==> src/hdl/rpru_pkg.sv <==
// Shared types and constants for the RAID parity recover and unpack block.
package rpru_pkg;

  // Fixed field widths
  localparam int CELL_W      = 2;
  localparam int NUM_CELLS   = 6;
  localparam int DISK_W      = 3;
  localparam int CFG_W       = 6;
  localparam int CFG_IDX_W   = 2;
  localparam int DIGIT_W     = 4;
  localparam int FILL_W      = 3;
  localparam int MAX_RESULTS = 40;
  localparam int RES_W       = $clog2(MAX_RESULTS);

  // Configuration register indexes
  typedef enum logic [CFG_IDX_W-1:0] {
    REG_DISK_COUNT  = 2'd0,
    REG_PARITY_ODD  = 2'd1,
    REG_BLOCK_BITS  = 2'd2,
    REG_BLOCK_COUNT = 2'd3
  } rpru_cfg_reg_t;

  // Controller states
  typedef enum logic [1:0] {
    ST_LOAD,
    ST_DRAIN,
    ST_FAIL
  } rpru_state_t;

  // Raw configuration register contents
  typedef struct packed {
    logic [DISK_W-1:0] disk_count;
    logic              parity_odd;
    logic [CFG_W-1:0]  block_bits;
    logic [CFG_W-1:0]  block_count;
  } rpru_cfg_t;

  // One column of cells, disk 0 in the lowest slot
  typedef logic [NUM_CELLS-1:0][CELL_W-1:0] rpru_cells_t;

  // Controller to datapath
  typedef struct packed {
    logic load;
    logic drain_start;
    logic drain_run;
    logic fail_emit;
  } rpru_cmd_t;

  // Datapath to controller
  typedef struct packed {
    logic set_done;
    logic set_bad;
    logic drain_done;
    logic out_busy;
  } rpru_sts_t;

endpackage

==> src/hdl/raid_parity_recover_unpack.sv <==
// One column per cycle while loading; an invalid set reports through the fail state and
// the output register after its last column. A valid set then drains one data bit per
// cycle from the column memory's single read port, (disks-1) * block_bits * block_count
// bits capped at forty digits; no columns are taken during the drain. Output stalls freeze the drain.
// Reset clears control state and restores register defaults; the column memory is not cleared.
module raid_parity_recover_unpack #(
  parameter int MAX_COLUMNS = 32,
  parameter int MAX_DISKS   = 6
) (
  input  logic                            clk,
  input  logic                            rst,
  input  logic                            cfg_en,
  input  logic [rpru_pkg::CFG_IDX_W-1:0]  cfg_index,
  input  logic [rpru_pkg::CFG_W-1:0]      cfg_data,
  input  logic                            in_valid,
  output logic                            in_stall,
  input  logic [rpru_pkg::CELL_W-1:0]     cell_disk0,
  input  logic [rpru_pkg::CELL_W-1:0]     cell_disk1,
  input  logic [rpru_pkg::CELL_W-1:0]     cell_disk2,
  input  logic [rpru_pkg::CELL_W-1:0]     cell_disk3,
  input  logic [rpru_pkg::CELL_W-1:0]     cell_disk4,
  input  logic [rpru_pkg::CELL_W-1:0]     cell_disk5,
  output logic                            out_valid,
  input  logic                            out_stall,
  output logic                            set_ok,
  output logic [rpru_pkg::DIGIT_W-1:0]    hex_digit,
  output logic                            last_digit
);
  import rpru_pkg::*;

  rpru_cfg_t   cfg;
  rpru_cells_t cells;
  rpru_cmd_t   cmd;
  rpru_sts_t   sts;

  // Write configuration registers
  always_ff @(posedge clk) begin
    if (rst) begin
      cfg.disk_count  <= DISK_W'(6);
      cfg.parity_odd  <= 1'b0;
      cfg.block_bits  <= CFG_W'(4);
      cfg.block_count <= CFG_W'(8);
    end else if (cfg_en) begin
      unique case (rpru_cfg_reg_t'(cfg_index))
        REG_DISK_COUNT:  cfg.disk_count  <= cfg_data[DISK_W-1:0];
        REG_PARITY_ODD:  cfg.parity_odd  <= cfg_data[0];
        REG_BLOCK_BITS:  cfg.block_bits  <= cfg_data;
        REG_BLOCK_COUNT: cfg.block_count <= cfg_data;
        default: ;
      endcase
    end
  end

  assign cells = {cell_disk5, cell_disk4, cell_disk3, cell_disk2, cell_disk1, cell_disk0};

  rpru_ctrl u_ctrl (
    .clk      (clk),
    .rst      (rst),
    .in_valid (in_valid),
    .in_stall (in_stall),
    .sts      (sts),
    .cmd      (cmd)
  );

  rpru_dp #(
    .MAX_COLUMNS (MAX_COLUMNS),
    .MAX_DISKS   (MAX_DISKS)
  ) u_dp (
    .clk        (clk),
    .rst        (rst),
    .cfg        (cfg),
    .cells      (cells),
    .cmd        (cmd),
    .sts        (sts),
    .out_stall  (out_stall),
    .out_valid  (out_valid),
    .set_ok     (set_ok),
    .hex_digit  (hex_digit),
    .last_digit (last_digit)
  );

endmodule

==> src/hdl/rpru_ctrl.sv <==
// Controller state machine: column loading, digit drain and invalid-set report.
module rpru_ctrl (
  input  logic               clk,
  input  logic               rst,
  input  logic               in_valid,
  output logic               in_stall,
  input  rpru_pkg::rpru_sts_t sts,
  output rpru_pkg::rpru_cmd_t cmd
);
  import rpru_pkg::*;

  rpru_state_t state;
  rpru_state_t state_next;
  logic        accept;

  assign accept = (state == ST_LOAD) && in_valid;

  // Advance state
  always_ff @(posedge clk) begin
    if (rst) begin
      state <= ST_LOAD;
    end else begin
      state <= state_next;
    end
  end

  // Next state
  always_comb begin
    state_next = state;
    unique case (state)
      ST_LOAD: begin
        if (accept && sts.set_done) begin
          state_next = sts.set_bad ? ST_FAIL : ST_DRAIN;
        end
      end
      ST_FAIL: begin
        if (!sts.out_busy) begin
          state_next = ST_LOAD;
        end
      end
      ST_DRAIN: begin
        if (sts.drain_done) begin
          state_next = ST_LOAD;
        end
      end
      default: state_next = ST_LOAD;
    endcase
  end

  // Outputs
  always_comb begin
    in_stall        = 1'b1;
    cmd.load        = 1'b0;
    cmd.drain_start = 1'b0;
    cmd.drain_run   = 1'b0;
    cmd.fail_emit   = 1'b0;
    unique case (state)
      ST_LOAD: begin
        in_stall        = 1'b0;
        cmd.load        = accept;
        cmd.drain_start = accept && sts.set_done && !sts.set_bad;
      end
      ST_FAIL: begin
        cmd.fail_emit = !sts.out_busy;
      end
      ST_DRAIN: begin
        cmd.drain_run = 1'b1;
      end
      default: in_stall = 1'b1;
    endcase
  end

endmodule

==> src/hdl/rpru_dp.sv <==
// Datapath: column parity check and rebuild, column memory, bit sequencer, digit packing.
module rpru_dp #(
  parameter int MAX_COLUMNS = 32,
  parameter int MAX_DISKS   = 6
) (
  input  logic                          clk,
  input  logic                          rst,
  input  rpru_pkg::rpru_cfg_t           cfg,
  input  rpru_pkg::rpru_cells_t         cells,
  input  rpru_pkg::rpru_cmd_t           cmd,
  output rpru_pkg::rpru_sts_t           sts,
  input  logic                          out_stall,
  output logic                          out_valid,
  output logic                          set_ok,
  output logic [rpru_pkg::DIGIT_W-1:0]  hex_digit,
  output logic                          last_digit
);
  import rpru_pkg::*;

  localparam int ADDR_W = (MAX_COLUMNS > 1) ? $clog2(MAX_COLUMNS) : 1;
  localparam int CNT_W  = $clog2(MAX_COLUMNS + 1);
  localparam int PROD_W = 2 * CFG_W;

  // Largest block count for each block size
  logic [CFG_W-1:0] lim_tab [2**CFG_W];
  for (genvar g = 0; g < 2**CFG_W; g++) begin : g_lim
    localparam int LIM = MAX_COLUMNS / ((g == 0) ? 1 : g);
    assign lim_tab[g] = CFG_W'(LIM);
  end

  // Effective geometry
  logic [DISK_W-1:0] eff_d;
  logic [CFG_W-1:0]  eff_s;
  logic [CFG_W-1:0]  eff_b;
  logic [CFG_W-1:0]  lim;
  logic [PROD_W-1:0] total;

  always_comb begin
    eff_d = cfg.disk_count;
    if (eff_d < DISK_W'(2)) begin
      eff_d = DISK_W'(2);
    end else if (eff_d > DISK_W'(MAX_DISKS)) begin
      eff_d = DISK_W'(MAX_DISKS);
    end
    eff_s = cfg.block_bits;
    if (eff_s == '0) begin
      eff_s = CFG_W'(1);
    end else if (eff_s > CFG_W'(MAX_COLUMNS)) begin
      eff_s = CFG_W'(MAX_COLUMNS);
    end
    lim   = lim_tab[eff_s];
    eff_b = cfg.block_count;
    if (eff_b == '0) begin
      eff_b = CFG_W'(1);
    end
    if (eff_b > lim) begin
      eff_b = lim;
    end
    total = PROD_W'(eff_s) * PROD_W'(eff_b);
  end

  // Column check and rebuild
  logic [CNT_W-1:0]     count;
  logic [CNT_W:0]       count_inc;
  logic                 set_valid;
  logic                 valid_next;
  logic [MAX_DISKS-1:0] unk;
  logic [MAX_DISKS-1:0] kb;
  logic [MAX_DISKS-1:0] col_bits;
  logic                 kx;
  logic                 fix;
  logic                 none_unk;
  logic                 one_unk;

  always_comb begin
    for (int i = 0; i < MAX_DISKS; i++) begin
      unk[i] = 1'b0;
      kb[i]  = 1'b0;
      if (DISK_W'(i) < eff_d) begin
        unk[i] = cells[i][1];
        kb[i]  = !cells[i][1] && cells[i][0];
      end
    end
    kx       = ^kb;
    fix      = kx ^ cfg.parity_odd;
    none_unk = (unk == '0);
    one_unk  = $onehot(unk);
    valid_next = set_valid;
    if (set_valid) begin
      if (!none_unk && !one_unk) begin
        valid_next = 1'b0;
      end else if (none_unk && (kx != cfg.parity_odd)) begin
        valid_next = 1'b0;
      end
    end
    col_bits = kb | ((set_valid && one_unk && fix) ? unk : '0);
  end

  assign count_inc = {1'b0, count} + (CNT_W+1)'(1);

  // Track columns of the current set
  always_ff @(posedge clk) begin
    if (rst) begin
      count     <= '0;
      set_valid <= 1'b1;
    end else if (cmd.load) begin
      if (sts.set_done) begin
        count     <= '0;
        set_valid <= 1'b1;
      end else begin
        count     <= count_inc[CNT_W-1:0];
        set_valid <= valid_next;
      end
    end
  end

  // Drain sequencer, stage A: stripe, disk and bit position
  logic                 freeze;
  logic                 step;
  logic                 a_valid;
  logic [CFG_W-1:0]     a_i;
  logic [DISK_W-1:0]    a_j;
  logic [CFG_W-1:0]     a_k;
  logic [CFG_W-1:0]     a_base;
  logic [DISK_W-1:0]    a_p;
  logic [DISK_W-1:0]    j1;
  logic [DISK_W-1:0]    j_nx;
  logic [DISK_W-1:0]    last_j;
  logic [DISK_W-1:0]    p_nx;
  logic                 k_end;
  logic                 j_end;
  logic                 i_end;
  logic                 a_last;
  logic [CFG_W-1:0]     rd_sum;
  logic [ADDR_W-1:0]    rd_addr;
  logic                 rd_en;

  assign freeze = out_valid && out_stall;
  assign step   = cmd.drain_run && !freeze;

  always_comb begin
    j1      = a_j + DISK_W'(1);
    j_nx    = (j1 == a_p) ? j1 + DISK_W'(1) : j1;
    last_j  = (a_p == eff_d - DISK_W'(1)) ? eff_d - DISK_W'(2) : eff_d - DISK_W'(1);
    p_nx    = (a_p == eff_d - DISK_W'(1)) ? '0 : a_p + DISK_W'(1);
    k_end   = (a_k == eff_s - CFG_W'(1));
    j_end   = (a_j == last_j);
    i_end   = (a_i == eff_b - CFG_W'(1));
    a_last  = k_end && j_end && i_end;
    rd_sum  = a_base + a_k;
    rd_addr = rd_sum[ADDR_W-1:0];
    rd_en   = step && a_valid;
  end

  // Stage C signals used for early termination
  logic [DIGIT_W-1:0] acc;
  logic [FILL_W-1:0]  fill;
  logic [RES_W-1:0]   dig_cnt;
  logic               b_valid;
  logic [DISK_W-1:0]  b_j;
  logic               b_last;
  logic [MAX_DISKS-1:0] rd_data;
  logic [MAX_DISKS-1:0] rd_shift;
  logic               bit_val;
  logic [DIGIT_W-1:0] acc_new;
  logic [FILL_W-1:0]  fill_new;
  logic [DIGIT_W-1:0] digit;
  logic               emit_dig;
  logic               dig_last;
  logic               drain_done;

  always_comb begin
    rd_shift = rd_data >> b_j;
    bit_val  = rd_shift[0];
    acc_new  = {acc[DIGIT_W-2:0], bit_val};
    fill_new = fill + FILL_W'(1);
    case (fill_new)
      FILL_W'(1): digit = {acc_new[0], 3'b000};
      FILL_W'(2): digit = {acc_new[1:0], 2'b00};
      FILL_W'(3): digit = {acc_new[2:0], 1'b0};
      default:    digit = acc_new;
    endcase
    emit_dig   = step && b_valid && ((fill_new == FILL_W'(DIGIT_W)) || b_last);
    dig_last   = b_last || (dig_cnt == RES_W'(MAX_RESULTS - 1));
    drain_done = emit_dig && dig_last;
  end

  // Advance stage A
  always_ff @(posedge clk) begin
    if (rst) begin
      a_valid <= 1'b0;
    end else if (cmd.drain_start) begin
      a_valid <= 1'b1;
      a_i     <= '0;
      a_j     <= DISK_W'(1);
      a_k     <= '0;
      a_base  <= '0;
      a_p     <= '0;
    end else if (step) begin
      if (drain_done) begin
        a_valid <= 1'b0;
      end else if (a_valid) begin
        if (a_last) begin
          a_valid <= 1'b0;
        end
        if (!k_end) begin
          a_k <= a_k + CFG_W'(1);
        end else if (!j_end) begin
          a_k <= '0;
          a_j <= j_nx;
        end else begin
          a_k    <= '0;
          a_i    <= a_i + CFG_W'(1);
          a_base <= a_base + eff_s;
          a_p    <= p_nx;
          a_j    <= (p_nx == '0) ? DISK_W'(1) : '0;
        end
      end
    end
  end

  // Column memory: write on load, registered read during drain
  logic [MAX_DISKS-1:0] mem [MAX_COLUMNS];

  always_ff @(posedge clk) begin
    if (cmd.load && ((CNT_W+1)'(count) < (CNT_W+1)'(MAX_COLUMNS))) begin
      mem[count[ADDR_W-1:0]] <= col_bits;
    end
    if (rd_en) begin
      rd_data <= mem[rd_addr];
    end
  end

  // Advance stage B
  always_ff @(posedge clk) begin
    if (rst) begin
      b_valid <= 1'b0;
    end else if (cmd.drain_start) begin
      b_valid <= 1'b0;
    end else if (step) begin
      if (drain_done) begin
        b_valid <= 1'b0;
      end else begin
        b_valid <= a_valid;
        if (a_valid) begin
          b_j    <= a_j;
          b_last <= a_last;
        end
      end
    end
  end

  // Pack bits into digits
  always_ff @(posedge clk) begin
    if (rst) begin
      acc     <= '0;
      fill    <= '0;
      dig_cnt <= '0;
    end else if (cmd.drain_start) begin
      acc     <= '0;
      fill    <= '0;
      dig_cnt <= '0;
    end else if (step && b_valid) begin
      if (emit_dig) begin
        acc     <= '0;
        fill    <= '0;
        dig_cnt <= drain_done ? '0 : dig_cnt + RES_W'(1);
      end else begin
        acc  <= acc_new;
        fill <= fill_new;
      end
    end
  end

  // Output register: load a digit or the invalid-set report
  always_ff @(posedge clk) begin
    if (rst) begin
      out_valid <= 1'b0;
    end else if (!freeze) begin
      out_valid <= emit_dig || cmd.fail_emit;
    end
  end

  always_ff @(posedge clk) begin
    if (!freeze) begin
      if (emit_dig) begin
        set_ok     <= 1'b1;
        hex_digit  <= digit;
        last_digit <= dig_last;
      end else if (cmd.fail_emit) begin
        set_ok     <= 1'b0;
        hex_digit  <= '0;
        last_digit <= 1'b1;
      end
    end
  end

  // Status to the controller
  always_comb begin
    sts.set_done   = (PROD_W'(count_inc) >= total);
    sts.set_bad    = !valid_next;
    sts.drain_done = drain_done;
    sts.out_busy   = freeze;
  end

endmodule
==> config.mk <==
export PLATFORM = sky130hd
export DESIGN_NAME = raid_parity_recover_unpack
export DESIGN_NICKNAME = d
export VERILOG_FILES = /design/src/hdl/rpru_pkg.sv /design/src/hdl/raid_parity_recover_unpack.sv /design/src/hdl/rpru_ctrl.sv /design/src/hdl/rpru_dp.sv
export SDC_FILE = /design/constraint.sdc
export NUM_CORES = 1
export LEC_CHECK = 0
export ABC_CLOCK_PERIOD_IN_PS = 9140
export BUFFER_PORTS_ARGS = -buffer_cell sky130_fd_sc_hd__clkbuf_2
export CORE_ASPECT_RATIO = 1.25
export CORE_MARGIN = 5
export CORE_UTILIZATION = 38
export CTS_BUF_LIST = sky130_fd_sc_hd__clkbuf_8
export CTS_CLUSTER_DIAMETER = 100
export DETAILED_ROUTE_END_ITERATION = 8
export PLACE_DENSITY = 0.51
export SETUP_SLACK_MARGIN = 0.02
export SYNTH_ARGS = -nofsm -noshare
export SYNTH_HDL_FRONTEND = slang
export SYNTH_SLANG_ARGS = --single-unit
export TNS_END_PERCENT = 20
==> constraint.sdc <==
create_clock -name clk -period 9.14 [get_ports clk]
set_clock_uncertainty 0.1 [all_clocks]
set_input_delay 1.371 -clock clk [delete_from_list [all_inputs] [get_ports clk]]
set_output_delay 1.371 -clock clk [all_outputs]
set_load 0.02 [all_outputs]
# Word-level counts from Yosys, hierarchy flattened
# Memory sizes are Yosys's and may differ from the RTL's. A register that Yosys moved wholly into a read port is not among the register bits.
# Index checks and enable logic that the tools add are counted.
# totals
n_memories	2
elab_cells	225
mem_bits_rw	192
output_inout_bits	8
register_bits	74
rom_bits	384
# classes
n_mul	1
n_reduce_logical	58
mux	80
shift	1
n_lt_le_gt_ge	13
eq_ne	21
addsub	19
bitwise_logic	7
# mem_list
memory	depth	word_bits	rd	rd_ports_with_merged_regs	write_ports	line_no	rtl
(name not given)	64	6	1	0	0	rpru_dp.sv:51	lim = lim_tab[eff_s];
u_dp.mem	32	6	1	1	1	rpru_dp.sv:223	logic [MAX_DISKS-1:0] mem [MAX_COLUMNS];
# ops
operator	n
2-to-1 mux 6 bit	23
2-to-1 mux 3 bit	17
2-to-1 mux 1 bit	31
logical AND 1 bit	22
adder 6 x 1 -> 6 bit, second input constant	3
logical NOT 6 bit	3
adder 3 x 1 -> 3 bit, second input constant	4
== test 6 bit	2
>= comparator 7 x 12 -> 1 bit	1
multiplier 6 x 6 -> 12 bit	1
case mux 4 bit (3 select lines)	1
AND reduction 2 bit	6
subtractor 6 x 1 -> 6 bit, second input constant	2
2-to-1 mux 2 bit	5
AND reduction 5 bit	2
nonzero test 2 bit	5
== test 3 bit	3
logical NOT 1 bit	9
2-to-1 mux 4 bit	2
adder 6 x 1 -> 7 bit, second input constant	1
>= comparator 7 bit, second input constant	1
inverter 6 -> 7 bit	1
adder 1 x 1 -> 2 bit	3
adder 3 bit	2
other kinds (34)	50

# Logic depth before layout (Yosys ltp)
# logic_depth
word_depth	18
mapped_depth	35
depth_no_buf	31

# Modules after synthesis
# Synthesis repeated with hierarchy kept, for this count alone.
# hier_totals
cells_unflattened	1062
hier_area_um2	14167.3
# modules_own_cells
module	n_inst	cells_per_inst	area_each_um2
rpru_dp	1	980	13350.3
raid_parity_recover_unpack	1	67	685.7
rpru_ctrl	1	15	131.4

# Worst setup path after synthesis
# Ideal clock, no wire load.
# synth_timing
path_type	register to register
start	reg, netlist name cfg[8]
end	reg u_dp.a_base[0], enable pin
t_arrival_ps	7847
slack_ps	809
synth_period_minus_slack_ps	8331
required_time_ps	8656
stages_incl_launch_ff	34
cell_sequence	dfxtp_1 -> buf_6 -> nor4_1 -> o21ai_1 -> inv_1 -> ha_1 -> mux2i_1 -> or3_1 -> a31oi_1 -> inv_1 -> ha_1 -> nor2b_1 -> o21a_1 -> o31ai_1 -> buf_2 -> buf_2 -> mux2i_1 -> nor2_1 -> fa_1 -> inv_1 -> fa_1 -> fa_1 -> inv_1 -> ha_1 -> nor2b_1 -> o21ba_2 -> a211o_1 -> xor2_1 -> a311oi_1 -> nand4_2 -> nor3_2 -> buf_4 -> a21oi_1 -> nor2_1
# synth_between
elab_chain_len	16
elab_cells_between_ends	23
# synth_lines
item	line_no	rtl
greater-than comparator 6 bit	rpru_dp.sv:48	end else if (eff_s > CFG_W'(MAX_COLUMNS)) begin
2-to-1 mux 6 bit	rpru_dp.sv:48	
2-to-1 mux 6 bit (*)	rpru_dp.sv:46	if (eff_s == '0) begin
inverter 6 -> 7 bit (implied by the code)	rpru_dp.sv:51	
memory read (64 x 6 bit)	-	
2-to-1 mux 6 bit (implied by the code) (2 in series)	rpru_dp.sv:51	
greater-than comparator 6 bit	rpru_dp.sv:56	if (eff_b > lim) begin
2-to-1 mux 6 bit	rpru_dp.sv:56	
multiplier 6 x 6 -> 12 bit	rpru_dp.sv:59	total = PROD_W'(eff_s) * PROD_W'(eff_b);
>= comparator 7 x 12 -> 1 bit	rpru_dp.sv:300	sts.set_done = (PROD_W'(count_inc) >= total);
logical AND 1 bit (2 in series)	rpru_ctrl.sv:61	cmd.drain_start = accept && sts.set_done && !sts.set_bad;
2-to-1 mux 2 bit	rpru_ctrl.sv:57	unique case (state)
!= test 2 bit (no line) or nonzero test 2 bit (tied branches)	-	
AND reduction 6 bit (no line) (*)	-	
to (signal assigned)	rpru_dp.sv:214	a_base <= a_base + eff_s;
to (decl)	rpru_dp.sv:124	logic [CFG_W-1:0] a_base;
# Mark *: on every way between the ends. The rest lies on a longest branch, timed or not. The select of a mux whose other input is x is not followed.
# A chain may end at the register's enable or synchronous reset.

# Final worst setup path
# layout_timing
start	reg, netlist name cfg[11]
end	reg u_dp.a_base[4], enable pin
# layout_between
elab_chain_len	16
elab_cells_between_ends	23
# layout_lines
item	line_no
greater-than comparator 6 bit	rpru_dp.sv:48
2-to-1 mux 6 bit	rpru_dp.sv:48
2-to-1 mux 6 bit (*)	rpru_dp.sv:46
inverter 6 -> 7 bit (implied by the code)	rpru_dp.sv:51
memory read (64 x 6 bit)	-
2-to-1 mux 6 bit (implied by the code) (2 in series)	rpru_dp.sv:51
greater-than comparator 6 bit	rpru_dp.sv:56
2-to-1 mux 6 bit	rpru_dp.sv:56
multiplier 6 x 6 -> 12 bit	rpru_dp.sv:59
>= comparator 7 x 12 -> 1 bit	rpru_dp.sv:300
logical AND 1 bit (2 in series)	rpru_ctrl.sv:61
2-to-1 mux 2 bit	rpru_ctrl.sv:57
!= test 2 bit (no line) or nonzero test 2 bit (tied branches)	-
AND reduction 6 bit (no line) (*)	-
# Marks and branches as above.

==> results.sh <==
export IMPL_status="completed"
export IMPL_critPathSlowestCell="dfxtp_1"
export IMPL_grt_pass1_wl_um=51230
export IMPL_wl_um=31620
export IMPL_dp_slack_ps=530.1
export IMPL_drtIter0Drc=425
export IMPL_clock_sinks=271
export IMPL_fin_crit_ps=8398
export IMPL_rsz0062_at_grt="false"
export IMPL_cts_buffer_depth=3
export IMPL_synth_async_reset_ratio=0
export IMPL_ir_drop_mv=0.1015
export IMPL_start_util=0.3854
export IMPL_hpwlAfterDp_um=21730
export IMPL_nNetsFinal=1230
export IMPL_synth_area_leader_cell="edfxtp_1"
export IMPL_htreeDepth=2
export IMPL_worstReg2RegStart="cfg[11]$_SDFFE_PP0P_"
export IMPL_grtUsageTotal=0.1585
export IMPL_place_port_buffers=32
export IMPL_slew_headroom=0.2938
export IMPL_grt_pass1_vias=9123
export IMPL_synth_seq_cells=271
export IMPL_gp_congestion=0.7938
export IMPL_end_kind="flip-flop"
export IMPL_numCtsBuffers=47
export IMPL_cts_root_buf="clkbuf_8"
export IMPL_cts_tree="built"
export IMPL_startpoint="cfg[11]$_SDFFE_PP0P_"
export IMPL_synth_flop_cell="edfxtp_1"
export IMPL_critical_path_peak_fanout=32
export IMPL_setup_viol=0
export IMPL_synth_area_leaders="edfxtp_1 (49%), mux4_2 (9.8%), ha_1 (6.4%), dfxtp_1 (5.7%), nor2_1 (3.2%)"
export IMPL_start_kind="flip-flop"
export IMPL_timing_final_crit_share=0.9189
export IMPL_clkTransAtPathRegs_ps=60
export IMPL_max_stage_delay_ps=570
export IMPL_die_h_um=224.8
export IMPL_post_route_util=0.4311
export IMPL_final_max_slew_viol_count=0
export IMPL_final_layout_size_suffix_gt1_frac=0.1726
export IMPL_crit_arrival_ps=8550
export IMPL_synthDominantCellAreaShare=0.4944
export IMPL_fp_coreArea_um2=36400
export IMPL_synth_warnings=0
export IMPL_dieArea_um2=40890
export IMPL_cts_hold_buf=0
export IMPL_critical_path_required_ps=9300
export IMPL_maxCapViolations=0
export IMPL_syn_inst=1060
export IMPL_p_per_area_nw_per_um2=180.9
export IMPL_leakagePower_nw=5.919
export IMPL_diodes=0
export IMPL_nFillCells=3377
export IMPL_drc=0
export IMPL_synth_edf_count=231
export IMPL_tightest_slew_ps=1059
export IMPL_area_delta_synth_final_pct=11.84
export IMPL_grt_max_degree=49
export IMPL_ios=33
export IMPL_vias_per_cell=5.134
export IMPL_hp_class="flip-flop to flip-flop"
export IMPL_insertion_delay_ps=570
export IMPL_antenna_found_initial=0
export IMPL_num_rows=78
export IMPL_total_power_mw=2.839
export IMPL_syn_nets=1178
export IMPL_routed_via_count=8353
export IMPL_ant_nets=0
export IMPL_grt_ovfl_total=0
export IMPL_hp_start="u_ctrl.state[0]$_SDFFE_PP0P_"
export IMPL_ys_seq_area_frac=0.5515
export IMPL_syn_avg_cell_area_um2=13.24
export IMPL_dr_pass1_iters=5
export IMPL_setup_ws_ps=741.6
export IMPL_critPathKind="flip-flop to flip-flop"
export IMPL_wl_per_cell_um=19.44
export IMPL_synthesis_area_um2=14030
export IMPL_die_x_um=181.9
export IMPL_finalHoldViolCount=0
export IMPL_synth_distinct_cells=72
export IMPL_fin_tns_setup_ps=0
export IMPL_fmax_mhz=119.1
kinds of logic after synthesis:
group | after synthesis | share of synthesized area
adders and majority gates | 93 | 0.09418
AOI/OAI and AO/OA | 113 | 0.05244
muxes | 96 | 0.1235
DFF | 271 | 0.5515
xor gates and xnor gates | 61 | 0.04004
and+or+nand+nor | 307 | 0.1046
buffers and inverters | 119 | 0.03371
cell type report:
class | instances | area (um2) | share of cell area
Clock buffer | 50 | 688.2 | 0.04386
Clock inverter | 34 | 220.2 | 0.01403
Inverter | 75 | 281.5 | 0.01794
Multi-Input combinational cell | 670 | 5887 | 0.3752
Tap cell | 480 | 600.6 | 0.03827
Timing Repair Buffer | 47 | 276.5 | 0.01762
Sequential cell | 271 | 7737 | 0.4931
path summary, 6_finish.rpt:
kind / endpoint / slack, ps / cells past startpoint
setup / recovery: u_dp.a_base[4]$_SDFFCE_PP0P_ / 740 / 32
hold / removal: u_ctrl.state[1]$_SDFFE_PP0P_ / 360 / 1
setup reg to reg: u_dp.a_base[4]$_SDFFCE_PP0P_ / 740 / 32
hold reg to reg: u_ctrl.state[1]$_SDFFE_PP0P_ / 360 / 1
report_power, final:
part	switching, mW	leakage [nW]	internal, mW
sequential	0.0152	2.43	1.39
clock	0.490	0.519	0.590
combinational	0.221	2.97	0.133
total	0.726	5.92	2.11
layer usage:
| metal | vias to the layer above | share of wire | global-route usage |
|---|---|---|---|
| met5 | - | 0 | 0 |
| met4 | 0 | 0.034 | 0.05667 |
| met3 | 65 | 0.041 | 0.02556 |
| met2 | 169 | 0.51 | 0.2814 |
| met1 | 4110 | 0.42 | 0.1959 |
| li1 | 4009 | - | - |
layout by cell type (no fill, tap or decap), types with 10 or more instances in the layout:
cell type	count
o21ai_0	15
mux4_2	61
fa_1	20
xnor2_1	29
nand2b_1	10
clkinv_1	12
xor2_1	28
clkbuf_8	50
mux2i_1	27
inv_1	87
clkbuf_2	32
nand3b_1	10
nor2b_1	11
nor2_1	120
nor3_1	26
buf_4	14
edfxtp_1	231
a21o_1	12
dfxtp_1	40
ha_1	71
nand3_1	22
nand2_1	62
a21oi_1	39
per-stage QoR:
step	cells	cell area, um2	hold WS (ps)
after global placement	1543	14770	338.3
after detailed placement	1543	14770	342.6
after floorplan	1060	14030	326.0
after CTS	1627	15680	352.4
after global routing	1627	15690	382.6
final	1627	15690	363.8
state kept, by name (all words and copies together), names as in the netlist, 2 cells and up:
signal          flops
u_dp.a_i            6
u_dp.hex_digit      4
u_dp.acc            3
u_ctrl.state        2
cfg                16
u_dp.a_base         5
u_dp.rd_data        6
u_dp.count          6
u_dp.a_j            3
u_dp.dig_cnt        6
u_dp.fill           3
u_dp.a_k            6
u_dp.a_p            3
u_dp.mem          192
u_dp.b_j            3
synthesized netlist by cell type, drive strengths merged (5+ instances only):
cell	count
nor3	27
clkbuf	29
inv	74
nor2	121
nand3	22
fa	21
dfxtp	40
nand2	62
mux2	7
nand2b	10
edfxtp	231
mux2i	28
mux4	61
and3	8
xor2	28
o21ai	18
nand3b	10
nor2b	12
nor3b	8
a21o	12
buf	15
ha	72
a22oi	5
a21oi	40
xnor2	31
worst max-delay path: cells and delay by family, from the launching register on:
| kind | cells | cell delay [ps] |
|---|---|---|
| simple gates | 7 | 1300 |
| buf+inv | 8 | 1360 |
| compound gates | 7 | 1400 |
| fa+ha+maj | 7 | 2720 |
| xor+xnor | 1 | 140 |
| mux | 2 | 490 |
| flops | 1 | 570 |
timing repair:
action / in CTS / in global routing
resized for setup: 0 / 3
setup buffers: 0 / 0
setup endpoints to repair: 0 / 11
Note: power is estimated with default switching activity, not from simulation.
